## src/hw/rtl/dpsp_pkg.sv

```systemverilog
// Shared types, codes and helper functions of the dynamic power state policy unit.
`default_nettype none

package dpsp_pkg;

    // Width of the idle-tick counter and of the stored samples.
    localparam int TimeBits  = 24;
    // Widths fixed by the interface.
    localparam int OutBits   = 24;
    localparam int DurBits   = 24;
    localparam int CfgBits   = 24;
    localparam int AlphaBits = 9;
    localparam int IndexBits = 3;
    localparam int WideBits  = (TimeBits > OutBits) ? TimeBits : OutBits;

    typedef logic [TimeBits-1:0]  t_time;
    typedef logic [OutBits-1:0]   t_out;
    typedef logic [AlphaBits-1:0] t_alpha;

    localparam t_time  TimeMax  = '1;
    localparam t_out   OutMax   = '1;
    localparam t_alpha AlphaOne = t_alpha'(256);
    localparam int     RoundBit = 128;

    typedef enum logic [2:0] {
        POL_TIMEOUT_IDLE  = 3'd0,
        POL_TIMEOUT_SLEEP = 3'd1,
        POL_LAST_ACTIVE   = 3'd2,
        POL_LAST_IDLE     = 3'd3,
        POL_EXP_AVERAGE   = 3'd4
    } t_policy;

    typedef enum logic [1:0] {
        PS_RUN   = 2'd0,
        PS_IDLE  = 2'd1,
        PS_SLEEP = 2'd2
    } t_pstate;

    localparam logic MODE_TICK    = 1'b0;
    localparam logic MODE_ARRIVAL = 1'b1;

    localparam logic [IndexBits-1:0] REG_POLICY          = 3'd0;
    localparam logic [IndexBits-1:0] REG_TIMEOUT         = 3'd1;
    localparam logic [IndexBits-1:0] REG_THRESHOLD_IDLE  = 3'd2;
    localparam logic [IndexBits-1:0] REG_THRESHOLD_SLEEP = 3'd3;
    localparam logic [IndexBits-1:0] REG_ALPHA           = 3'd4;

    typedef struct packed {
        t_policy              policy;
        logic [CfgBits-1:0]   timeout;
        logic [CfgBits-1:0]   threshold_idle;
        logic [CfgBits-1:0]   threshold_sleep;
        t_alpha               alpha;
    } t_cfg;

    typedef struct packed {
        t_pstate cur_state;
        t_time   idle_ticks;
        t_time   last_sample;
        t_time   prediction;
        logic    pred_updated;
    } t_state;

    typedef struct packed {
        t_pstate power_state;
        logic    state_changed;
        t_out    predicted_idle;
    } t_result;

    // Clamp an incoming duration to the counter range.
    function automatic t_time sat_dur(input logic [DurBits-1:0] v);
        logic [WideBits-1:0] wide;
        wide = WideBits'(v);
        if (wide > WideBits'(TimeMax)) begin
            return TimeMax;
        end
        return TimeBits'(wide);
    endfunction

    // Clamp a time value to the output field.
    function automatic t_out sat_out(input t_time v);
        logic [WideBits-1:0] wide;
        wide = WideBits'(v);
        if (wide > WideBits'(OutMax)) begin
            return OutMax;
        end
        return OutBits'(wide);
    endfunction

    // Time value strictly above a register value.
    function automatic logic time_gt(input t_time v, input logic [CfgBits-1:0] lim);
        return WideBits'(v) > WideBits'(lim);
    endfunction

    function automatic t_pstate by_thresholds(input t_time v, input t_cfg cfg);
        if (time_gt(v, cfg.threshold_sleep)) begin
            return PS_SLEEP;
        end
        if (time_gt(v, cfg.threshold_idle)) begin
            return PS_IDLE;
        end
        return PS_RUN;
    endfunction

endpackage

`default_nettype wire

```

## src/hw/rtl/dynamic_power_state_policy_unit.sv

```systemverilog
// Top level of the dynamic power state policy unit: registers, handshakes, config.
//
//  channel  | direction | handshake                 | payload
//  ---------+-----------+---------------------------+-----------------------------------------
//  in       | input     | i_in_valid / o_in_ready   | i_mode, i_work_duration
//  out      | output    | o_out_valid / i_out_ready | o_power_state, o_state_changed,
//           |           |                           | o_predicted_idle
//  cfg      | input     | i_cfg_we (no wait)        | i_cfg_index, i_cfg_wdata
//
// One transaction per cycle sustained while the output is not stalled; a result passes
// through the input register and then the result register. The policy update between
// the two registers is combinational: it holds the multiply-add of the exponential average
// and the threshold compares, and the policy state is written with the result register.
// Reset (i_rst_n low, synchronous) clears both pipeline registers, the policy state
// and loads register defaults (alpha at one half, all else zero).
// A stalled output holds its result; the input register still takes one transaction.
`default_nettype none

module dynamic_power_state_policy_unit (
    input  logic                                   i_clk,
    input  logic                                   i_rst_n,
    // input channel
    input  logic                                   i_in_valid,
    output logic                                   o_in_ready,
    input  logic                                   i_mode,
    input  logic [dpsp_pkg::DurBits-1:0]           i_work_duration,
    // output channel
    output logic                                   o_out_valid,
    input  logic                                   i_out_ready,
    output logic [1:0]                             o_power_state,
    output logic                                   o_state_changed,
    output logic [dpsp_pkg::OutBits-1:0]           o_predicted_idle,
    // configuration writes
    input  logic                                   i_cfg_we,
    input  logic [dpsp_pkg::IndexBits-1:0]         i_cfg_index,
    input  logic [dpsp_pkg::CfgBits-1:0]           i_cfg_wdata
);

    dpsp_pkg::t_cfg                    r_cfg;
    dpsp_pkg::t_state                  r_state;
    dpsp_pkg::t_state                  n_state;
    dpsp_pkg::t_result                 n_res;
    dpsp_pkg::t_result                 r_out_res;
    logic                              r_in_valid;
    logic                              r_in_mode;
    logic [dpsp_pkg::DurBits-1:0]      r_in_dur;
    logic                              r_out_valid;
    logic                              w_advance;
    logic                              w_in_accept;
    dpsp_pkg::t_alpha                  w_alpha_wr;

    // Move a transaction into the result register when that register is free or draining.
    assign w_advance   = r_in_valid && (!r_out_valid || i_out_ready);
    assign o_in_ready  = !r_in_valid || w_advance;
    assign w_in_accept = i_in_valid && o_in_ready;

    // Input register.
    always_ff @(posedge i_clk) begin
        if (!i_rst_n) begin
            r_in_valid <= 1'b0;
        end else if (w_in_accept) begin
            r_in_valid <= 1'b1;
        end else if (w_advance) begin
            r_in_valid <= 1'b0;
        end
    end

    always_ff @(posedge i_clk) begin
        if (w_in_accept) begin
            r_in_mode <= i_mode;
            r_in_dur  <= i_work_duration;
        end
    end

    // Decide and compute the next policy state.
    dpsp_policy u_policy (
        .i_cfg   (r_cfg),
        .i_state (r_state),
        .i_mode  (r_in_mode),
        .i_dur   (r_in_dur),
        .o_next  (n_state),
        .o_res   (n_res)
    );

    // Policy state: advance once per transaction.
    always_ff @(posedge i_clk) begin
        if (!i_rst_n) begin
            r_state.cur_state    <= dpsp_pkg::PS_RUN;
            r_state.idle_ticks   <= '0;
            r_state.last_sample  <= '0;
            r_state.prediction   <= '0;
            r_state.pred_updated <= 1'b0;
        end else if (w_advance) begin
            r_state <= n_state;
        end
    end

    // Result register.
    always_ff @(posedge i_clk) begin
        if (!i_rst_n) begin
            r_out_valid <= 1'b0;
        end else if (w_advance) begin
            r_out_valid <= 1'b1;
        end else if (i_out_ready) begin
            r_out_valid <= 1'b0;
        end
    end

    always_ff @(posedge i_clk) begin
        if (w_advance) begin
            r_out_res <= n_res;
        end
    end

    assign o_out_valid      = r_out_valid;
    assign o_power_state    = r_out_res.power_state;
    assign o_state_changed  = r_out_res.state_changed;
    assign o_predicted_idle = r_out_res.predicted_idle;

    // Configuration registers; clamp alpha at one, drop writes past the last register.
    assign w_alpha_wr = (i_cfg_wdata[dpsp_pkg::AlphaBits-1:0] > dpsp_pkg::AlphaOne)
                      ? dpsp_pkg::AlphaOne : i_cfg_wdata[dpsp_pkg::AlphaBits-1:0];

    always_ff @(posedge i_clk) begin
        if (!i_rst_n) begin
            r_cfg.policy          <= dpsp_pkg::POL_TIMEOUT_IDLE;
            r_cfg.timeout         <= '0;
            r_cfg.threshold_idle  <= '0;
            r_cfg.threshold_sleep <= '0;
            r_cfg.alpha           <= dpsp_pkg::t_alpha'(128);
        end else if (i_cfg_we) begin
            case (i_cfg_index)
                dpsp_pkg::REG_POLICY: begin
                    r_cfg.policy <= dpsp_pkg::t_policy'(i_cfg_wdata[2:0]);
                end
                dpsp_pkg::REG_TIMEOUT: begin
                    r_cfg.timeout <= i_cfg_wdata;
                end
                dpsp_pkg::REG_THRESHOLD_IDLE: begin
                    r_cfg.threshold_idle <= i_cfg_wdata;
                end
                dpsp_pkg::REG_THRESHOLD_SLEEP: begin
                    r_cfg.threshold_sleep <= i_cfg_wdata;
                end
                dpsp_pkg::REG_ALPHA: begin
                    r_cfg.alpha <= w_alpha_wr;
                end
                default: begin
                end
            endcase
        end
    end

    // An arrival always yields RUN and opens a fresh idle period.
    a_arrival_run: assert property (@(posedge i_clk) disable iff (!i_rst_n)
        (w_advance && r_in_mode == dpsp_pkg::MODE_ARRIVAL) |=>
        (o_power_state == dpsp_pkg::PS_RUN && r_state.idle_ticks == '0
         && !r_state.pred_updated))
        else $error("arrival did not force RUN or clear the idle period");

    // The change flag compares against the state held before the transaction.
    a_change_flag: assert property (@(posedge i_clk) disable iff (!i_rst_n)
        w_advance |=> (o_state_changed == (o_power_state != $past(r_state.cur_state))))
        else $error("state_changed disagrees with previous state");

    // The stored state always matches the last delivered decision.
    a_state_tracks: assert property (@(posedge i_clk) disable iff (!i_rst_n)
        w_advance |=> (r_state.cur_state == o_power_state))
        else $error("policy state out of step with result");

    // A full input register that cannot drain must refuse new transactions.
    a_no_overrun: assert property (@(posedge i_clk) disable iff (!i_rst_n)
        (r_in_valid && !w_advance) |-> !o_in_ready)
        else $error("input register overrun");

endmodule

`default_nettype wire

```

## src/hw/rtl/dpsp_policy.sv

```systemverilog
// Policy decision and state update for one transaction.
`default_nettype none

module dpsp_policy (
    input  dpsp_pkg::t_cfg                    i_cfg,
    input  dpsp_pkg::t_state                  i_state,
    input  logic                              i_mode,
    input  logic [dpsp_pkg::DurBits-1:0]      i_dur,
    output dpsp_pkg::t_state                  o_next,
    output dpsp_pkg::t_result                 o_res
);

    localparam int ProdBits = dpsp_pkg::TimeBits + dpsp_pkg::AlphaBits;
    localparam int AccBits  = ProdBits + 1;

    logic [ProdBits-1:0]         w_prod_new;
    logic [ProdBits-1:0]         w_prod_old;
    logic [AccBits-1:0]          w_acc;
    logic [AccBits-9:0]          w_acc_shr;
    dpsp_pkg::t_alpha            w_alpha_inv;
    dpsp_pkg::t_time             w_new_pred;
    dpsp_pkg::t_time             w_pred;
    dpsp_pkg::t_time             w_dur;
    dpsp_pkg::t_time             w_shown;
    dpsp_pkg::t_pstate           w_ps;

    // Exponential average: alpha weights the newest sample, round half up.
    assign w_alpha_inv = dpsp_pkg::AlphaOne - i_cfg.alpha;
    assign w_prod_new  = ProdBits'(i_cfg.alpha) * ProdBits'(i_state.last_sample);
    assign w_prod_old  = ProdBits'(w_alpha_inv) * ProdBits'(i_state.prediction);
    assign w_acc       = AccBits'(w_prod_new) + AccBits'(w_prod_old)
                       + AccBits'(dpsp_pkg::RoundBit);
    assign w_acc_shr   = w_acc[AccBits-1:8];
    assign w_new_pred  = (w_acc_shr > (AccBits-8)'(dpsp_pkg::TimeMax))
                       ? dpsp_pkg::TimeMax : dpsp_pkg::TimeBits'(w_acc_shr);

    // Update once per idle period.
    assign w_pred = i_state.pred_updated ? i_state.prediction : w_new_pred;
    assign w_dur  = dpsp_pkg::sat_dur(i_dur);

    always_comb begin
        o_next  = i_state;
        w_ps    = dpsp_pkg::PS_RUN;
        w_shown = '0;
        if (i_mode == dpsp_pkg::MODE_TICK) begin
            case (i_cfg.policy)
                dpsp_pkg::POL_TIMEOUT_IDLE, dpsp_pkg::POL_TIMEOUT_SLEEP: begin
                    if (dpsp_pkg::time_gt(i_state.idle_ticks, i_cfg.timeout)) begin
                        w_ps = (i_cfg.policy == dpsp_pkg::POL_TIMEOUT_IDLE)
                             ? dpsp_pkg::PS_IDLE : dpsp_pkg::PS_SLEEP;
                    end
                    w_shown = i_state.idle_ticks;
                end
                dpsp_pkg::POL_LAST_ACTIVE, dpsp_pkg::POL_LAST_IDLE: begin
                    w_ps    = dpsp_pkg::by_thresholds(i_state.last_sample, i_cfg);
                    w_shown = i_state.last_sample;
                end
                dpsp_pkg::POL_EXP_AVERAGE: begin
                    o_next.prediction   = w_pred;
                    o_next.pred_updated = 1'b1;
                    w_ps                = dpsp_pkg::by_thresholds(w_pred, i_cfg);
                    w_shown             = w_pred;
                end
                default: begin
                end
            endcase
            if (i_state.idle_ticks != dpsp_pkg::TimeMax) begin
                o_next.idle_ticks = i_state.idle_ticks + dpsp_pkg::TimeBits'(1);
            end
        end else begin
            case (i_cfg.policy)
                dpsp_pkg::POL_LAST_ACTIVE: begin
                    o_next.last_sample = w_dur;
                    w_shown            = w_dur;
                end
                dpsp_pkg::POL_LAST_IDLE: begin
                    o_next.last_sample = i_state.idle_ticks;
                    w_shown            = i_state.idle_ticks;
                end
                dpsp_pkg::POL_EXP_AVERAGE: begin
                    o_next.last_sample = w_dur;
                    w_shown            = i_state.prediction;
                end
                default: begin
                end
            endcase
            o_next.idle_ticks   = '0;
            o_next.pred_updated = 1'b0;
        end
        o_next.cur_state     = w_ps;
        o_res.power_state    = w_ps;
        o_res.state_changed  = (w_ps != i_state.cur_state);
        o_res.predicted_idle = dpsp_pkg::sat_out(w_shown);
    end

endmodule

`default_nettype wire
```

## config.mk

```make
export PLATFORM = sky130hd
export DESIGN_NAME = dynamic_power_state_policy_unit
export DESIGN_NICKNAME = d
export VERILOG_FILES = /design/src/hw/rtl/dpsp_pkg.sv /design/src/hw/rtl/dynamic_power_state_policy_unit.sv /design/src/hw/rtl/dpsp_policy.sv
export SDC_FILE = /design/constraint.sdc
export NUM_CORES = 2
export LEC_CHECK = 0
export BUFFER_PORTS_ARGS = -buffer_cell sky130_fd_sc_hd__buf_2
export CELL_PAD_IN_SITES_DETAIL_PLACEMENT = 0
export CELL_PAD_IN_SITES_GLOBAL_PLACEMENT = 2
export CORE_MARGIN = 2
export CORE_UTILIZATION = 43
export CTS_CLUSTER_DIAMETER = 100
export DETAILED_ROUTE_END_ITERATION = 7
export PLACE_DENSITY_LB_ADDON = 0.08
export SLEW_MARGIN = 20
export SYNTH_ARGS = -nofsm -noshare
export SYNTH_HDL_FRONTEND = slang
export SYNTH_SLANG_ARGS = --single-unit
export TNS_END_PERCENT = 1
```

## constraint.sdc

```tcl
create_clock -name i_clk -period 20.3 [get_ports i_clk]
set_input_delay 1.015 -clock i_clk [delete_from_list [all_inputs] [get_ports i_clk]]
set_output_delay 1.015 -clock i_clk [all_outputs]
set_load 0.005 [all_outputs]
```

Yosys cells after proc, flatten, opt, wreduce, memory -nomap -nowiden

Cells that the tools add are included.

Register bits after elaboration: 213
Output and inout bits: 29
Logic and storage cells: 115

Add/subtract/negate cells: 4
$mul: 2
Order comparisons: 9
Equality and inequality tests: 10
Muxes and demuxes: 47
Bitwise operators: 1
Reduce and logical (&&, ||, !) cells: 25

Operators with widths:

| cell                  | number |
|---|---|
| $mux 24               | 9 |
| $pmux 24 s3           | 2 |
| $gt 24x24->1          | 5 |
| $mul 9x24->33         | 2 |
| $gt 24x24->1 const B  | 2 |
| $pmux 24 s2           | 1 |
| $add 33x33->34        | 1 |
| $add 34x8->34 const B | 1 |
| $gt 26x24->1 const B  | 1 |
| $add 24x1->24 const B | 1 |
| $ne 24x24->1 const B  | 1 |
| $mux 1                | 22 |
| $mux 2                | 11 |
| $reduce_and 2->1      | 7 |
| $eq 3x2->1 const B    | 4 |
| $reduce_bool 2->1     | 5 |
| $gt 9x9->1 const B    | 1 |
| $mux 9                | 1 |
| $sub 9x9->9 const A   | 1 |
| $eq 3x1->1 const B    | 2 |
| $eq 3x3->1 const B    | 2 |
| $logic_not 3->1       | 2 |
| $pmux 2 s3            | 1 |
| $reduce_and 3->1      | 2 |
| other kinds (6)       | 11 |

Longest topological paths before layout

Word-level depth: 19
Gate-level depth with buffers: 42

Hierarchy

A second synthesis with hierarchy kept.

Cells, all modules: 3,293
Area, all modules: 27,604.0 sq um

By module, submodules not included:

| module                          | times used | cells each | area an instance (sq um) | seq. area each (sq um) |
|---|---|---|---|---|
| dpsp_policy                     | 1          | 2,584      | 20,024.2                 | 0.0 |
| dynamic_power_state_policy_unit | 1          | 709        | 7,579.8                  | 4,784.6 |

Least setup slack after synthesis

Ideal clock, no wire load.

Path type: flip-flop to flip-flop
Start point: reg r_cfg[3] in the netlist's numbering
End point: reg r_out_res (netlist bit o_state_changed), data pin
Setup time: 0.257 ns
Arrival: 8.942 ns
Data required time: 20.043 ns
Setup slack: 11.101 ns
Cell stages (with the launch flop): 38
Buffers on the path: 4
Period minus slack after synthesis: 9.199 ns
Cell sequence: dfxtp_1 > clkbuf_1 > or4_1 > nor4_1 > xnor2_1 > clkbuf_1 > nor2_1 > fa_1 > inv_1 > fa_1 > inv_1 > fa_1 > fa_1 > fa_1 > inv_1 > fa_1 > inv_1 > ha_1 > [2 not listed] > o22ai_1 > mux2_2 > o31ai_2 > or2_1 > buf_6 > buf_6 > nor2_1 > a21oi_1 > ha_1 > nand4_1 > o211ai_1 > o221ai_1 > o2111ai_1 > a22oi_1 > nor4_1 > a211oi_1 > xor2_1 > nand2_1

RTL lines:

| element                | line                                   | RTL |
|---|---|---|
| start: declaration     | dynamic_power_state_policy_unit.sv:39  | `dpsp_pkg::t_cfg r_cfg;` |
| end signal: assignment | dynamic_power_state_policy_unit.sv:111 | `r_out_res <= n_res;` |
| end: declaration       | dynamic_power_state_policy_unit.sv:43  | `dpsp_pkg::t_result r_out_res;` |

==> run summary <==
=================================================================================================================
Critical Path Start Type                                                                                     flop
Maximum operating frequency                                                                            0.0947 GHz
Avg WL per Cell                                                                                           22.2 µm
Worst hold path depth                                                                                           2
Antenna Violating Nets Remaining                                                                                0
Per-instance average area after synthesis                                                                8.55 µm²
Root Driver                                                                                             clkbuf_16
Setup_tns                                                                                                    0 ns
Aggregate global-route resource usage                                                                       0.277
R2r worst-path depth                                                                                           37
Power density of the placed cells                                                                     37.1 nW/µm²
Multiplexer fraction of the synthesized cell area                                                          0.0260
Total number of placement rows                                                                                 91
Fraction of final layout cells with drive strength greater than 1                                          0.0662
Starting density of the core                                                                                0.432
Antenna violations before repair                                                                                0
Startpoint of the most critical register-to-register path                                                r_cfg[2]
EDFF count, synth                                                                                              52
Die footprint                                                                                           63700 µm²
Max-slew violation total from the final report                                                                  0
Total chip power                                                                                          1.05 mW
Run status                                                                                              completed
Largest family of logic cells by synthesized area                                                     adder cells
Netlist Area Pre-Place                                                                                  26500 µm²
Congestion Overflow GR                                                                                          0
Portion of the post-synthesis area used by sequential elements                                              0.180
Area fraction in compound gates after synthesis                                                             0.116
Number of vias in the routed layout                                                                         21100
Longest Clk Path Bufs                                                                                           3
Number of CTS-inserted buffers                                                                                 23
Level count of the clock H-tree                                                                                 1
Hold-fix buffer count after cts                                                                                 0
Path type of the worst min-delay path                                                                flop to flop
Data arrival time of the worst path                                                                      10.85 ns
Antenna diodes                                                                                                  0
Synth unique cells                                                                                             74
Drt initial violations                                                                                       1504
Max stage delay cell, worst path                                                                            or4_1
Average via count per standard cell                                                                          5.44
Max VDD drop                                                                                              68.2 µV
Max Cap Viol                                                                                                    0
Non-filler cells in the finished layout                                                                      3873
Clk_skew                                                                                                0.0175 ns
Leakage power total                                                                                       13.4 nW
Final weighted congestion of routability-driven global placement                                            0.900
Detailed Routing Iterations Pass 1                                                                              5
Clock transition time at the flip-flop clock pins of the worst setup and hold paths                       0.07 ns
CP max FO                                                                                                      29
Async SR Flop Fraction                                                                                          0
Post-synthesis register bit count                                                                             213
Final setup violating endpoints                                                                                 0
Synth warnings                                                                                                  0
First-pass GRT wire length                                                                                 133 mm
Minimum hold slack                                                                                       0.464 ns
Hold Fails Final Rpt                                                                                            0
Setup bufs post-CTS                                                                                             0
Time the worst path needs with I/O delays and setup                                                      10.56 ns
Number of remaining DRC errors                                                                                  0
Cell types occupying the most area after synthesis                                                   fa_1 (28%), dfxtp_1 (12%), ha_1 (11%)
Final Routed Wirelength                                                                                   86.0 mm
Launch point of the critical path                                                                        r_cfg[2]
Dpl cells                                                                                                    3832
Final worst-path cycle share                                                                                0.520
HPWL reported at the end of detailed placement                                                            69.1 mm
Number of buffers added on ports                                                                               85
Share of the synthesized area in the top cell type                                                          0.277
Synth Area in Simple Gates                                                                                  0.166
Kind of end point of the critical path                                                                       flop
Arithmetic-cell share of the synthesized area counting full adders, half adders and majority gates          0.385
Relative slew slack                                                                                         0.247
Number of global-route vias before repair                                                                   21700
# nets final                                                                                                 3720
Clock Latency Late Sink                                                                                   0.54 ns
Tightest Pin Transition                                                                                   1.12 ns
Die Span Y                                                                                                 252 µm
Die extent in x                                                                                            252 µm
Filler cell count in the final layout                                                                        6128
Number of cells produced by synthesis                                                                        3101
Hold Crit Start                                                                                         r_cfg[52]
Total of cells resized after clock tree synthesis                                                               0
Net count after synthesis                                                                                    3754
Number of clock sinks                                                                                         213
CTS tree                                                                                                      yes
Maximum number of pins on one net before global-route repair                                                   81
Core footprint                                                                                          61400 µm²
Total I/O pin count                                                                                            86
Cell type with the highest aggregate area in the netlist                                                     fa_1
Synthesized-area fraction occupied by xor and xnor cells                                                   0.0182
Unrepaired setup endpoints after global routing                                                             false
Peak per-stage delay on the critical path                                                                 0.60 ns
Most frequent CP cell                                                                                        fa_1
Critical Setup Path Class                                                                            flop to flop
Required arrival time at the worst endpoint                                                              20.59 ns
Most used flip-flop cell after synthesis                                                                  dfxtp_1
Area growth syn-to-layout                                                                                   6.97%
=================================================================================================================
## power breakdown
group / total, mW / internal [mW] / switching, mW / leakage [nW]
combinational: 0.131 / 0.0431 / 0.0882 / 11.2
sequential: 0.455 / 0.445 / 0.00958 / 1.80
clock: 0.467 / 0.279 / 0.189 / 0.395
## kinds of logic after synthesis
| group | after synthesis |
|---|---|
| compound gates | 445 |
| buf+inv | 752 |
| xor+xnor | 55 |
| simple gates | 972 |
| flops | 213 |
| fa+ha+maj | 596 |
| mux | 68 |
## metal layers
layer / vias to the layer above / part of all wire / GRT usage
li1: 9733 / - / -
met1: 10600 / 0.44 / 0.373
met2: 597 / 0.47 / 0.461
met3: 127 / 0.047 / 0.0284
met4: 0 / 0.046 / 0.105
met5: - / 0 / 0
## worst paths after layout
path | endpoint | slack [ns]
worst min-delay path | r_cfg[52] | 0.46
worst min register to register | r_cfg[52] | 0.46
worst max register to register | o_state_changed | 9.74
worst max-delay path | o_state_changed | 9.74
## layout by cell type (no fill, tap or decap), drive strengths merged, types with 52 or more instances in the layout
cell	n
a21oi	115
edfxtp	52
ha	229
inv	575
mux2i	60
and2	115
o21ai	73
nand2	545
buf	117
a21boi	74
dfxtp	161
nor2	137
fa	367
## Yosys cell counts (15+ instances only)
library cell and number:
nand2_1 545, a21boi_0 74, nor2_1 134, o21ai_0 68
xnor2_1 37, o211a_1 26, fa_1 367, and2_1 115
a21oi_1 112, nor3_1 15, o211ai_1 19, dfxtp_1 161
and3_1 17, nand3_1 25, xor2_1 18, nand4_1 34
a21o_1 17, clkbuf_1 158, nand2b_1 16, inv_1 575
mux2i_1 60, nor2b_1 28, edfxtp_1 52, ha_1 229
## cell type report
| type | instances | area (µm²) | area share |
|---|---|---|---|
| multi-input cells | 2136 | 19000 | 0.668 |
| flip-flops and latches | 213 | 4790 | 0.169 |
| clock buffers | 26 | 608 | 0.0214 |
| inverters | 576 | 2160 | 0.0762 |
| clock inverters | 15 | 201 | 0.00710 |
| repair buffers | 117 | 668 | 0.0236 |
| well taps | 790 | 988 | 0.0348 |
## state kept, by name, indices dropped and copies added (netlist names)
register,count
o_predicted_idle,24
r_in_dur,24
r_in_valid,1
r_in_mode,1
o_power_state,2
o_out_valid,1
r_state,75
r_cfg,84
o_state_changed,1
## per-stage QoR
stage,util,instance area [µm²],setup slack [ns]
floorplan,-,26500,11.10
global placement,0.449,27500,9.79
detailed placement,0.449,27500,9.59
CTS,0.462,28400,9.56
global route,0.462,28400,8.96
finish,0.462,28400,9.74
## worst max-delay path: cells and delay by family, from the launching register on
kind | cells | cell delay, ns
and+or+nand+nor | 10 | 2.16
buffers and inverters | 8 | 1.09
AOI/OAI and AO/OA | 8 | 2.19
adders and majority gates | 8 | 3.86
muxes | 1 | 0.39
xor gates and xnor gates | 2 | 0.27
DFF | 1 | 0.30
Note: power is estimated with default switching activity, not from simulation.
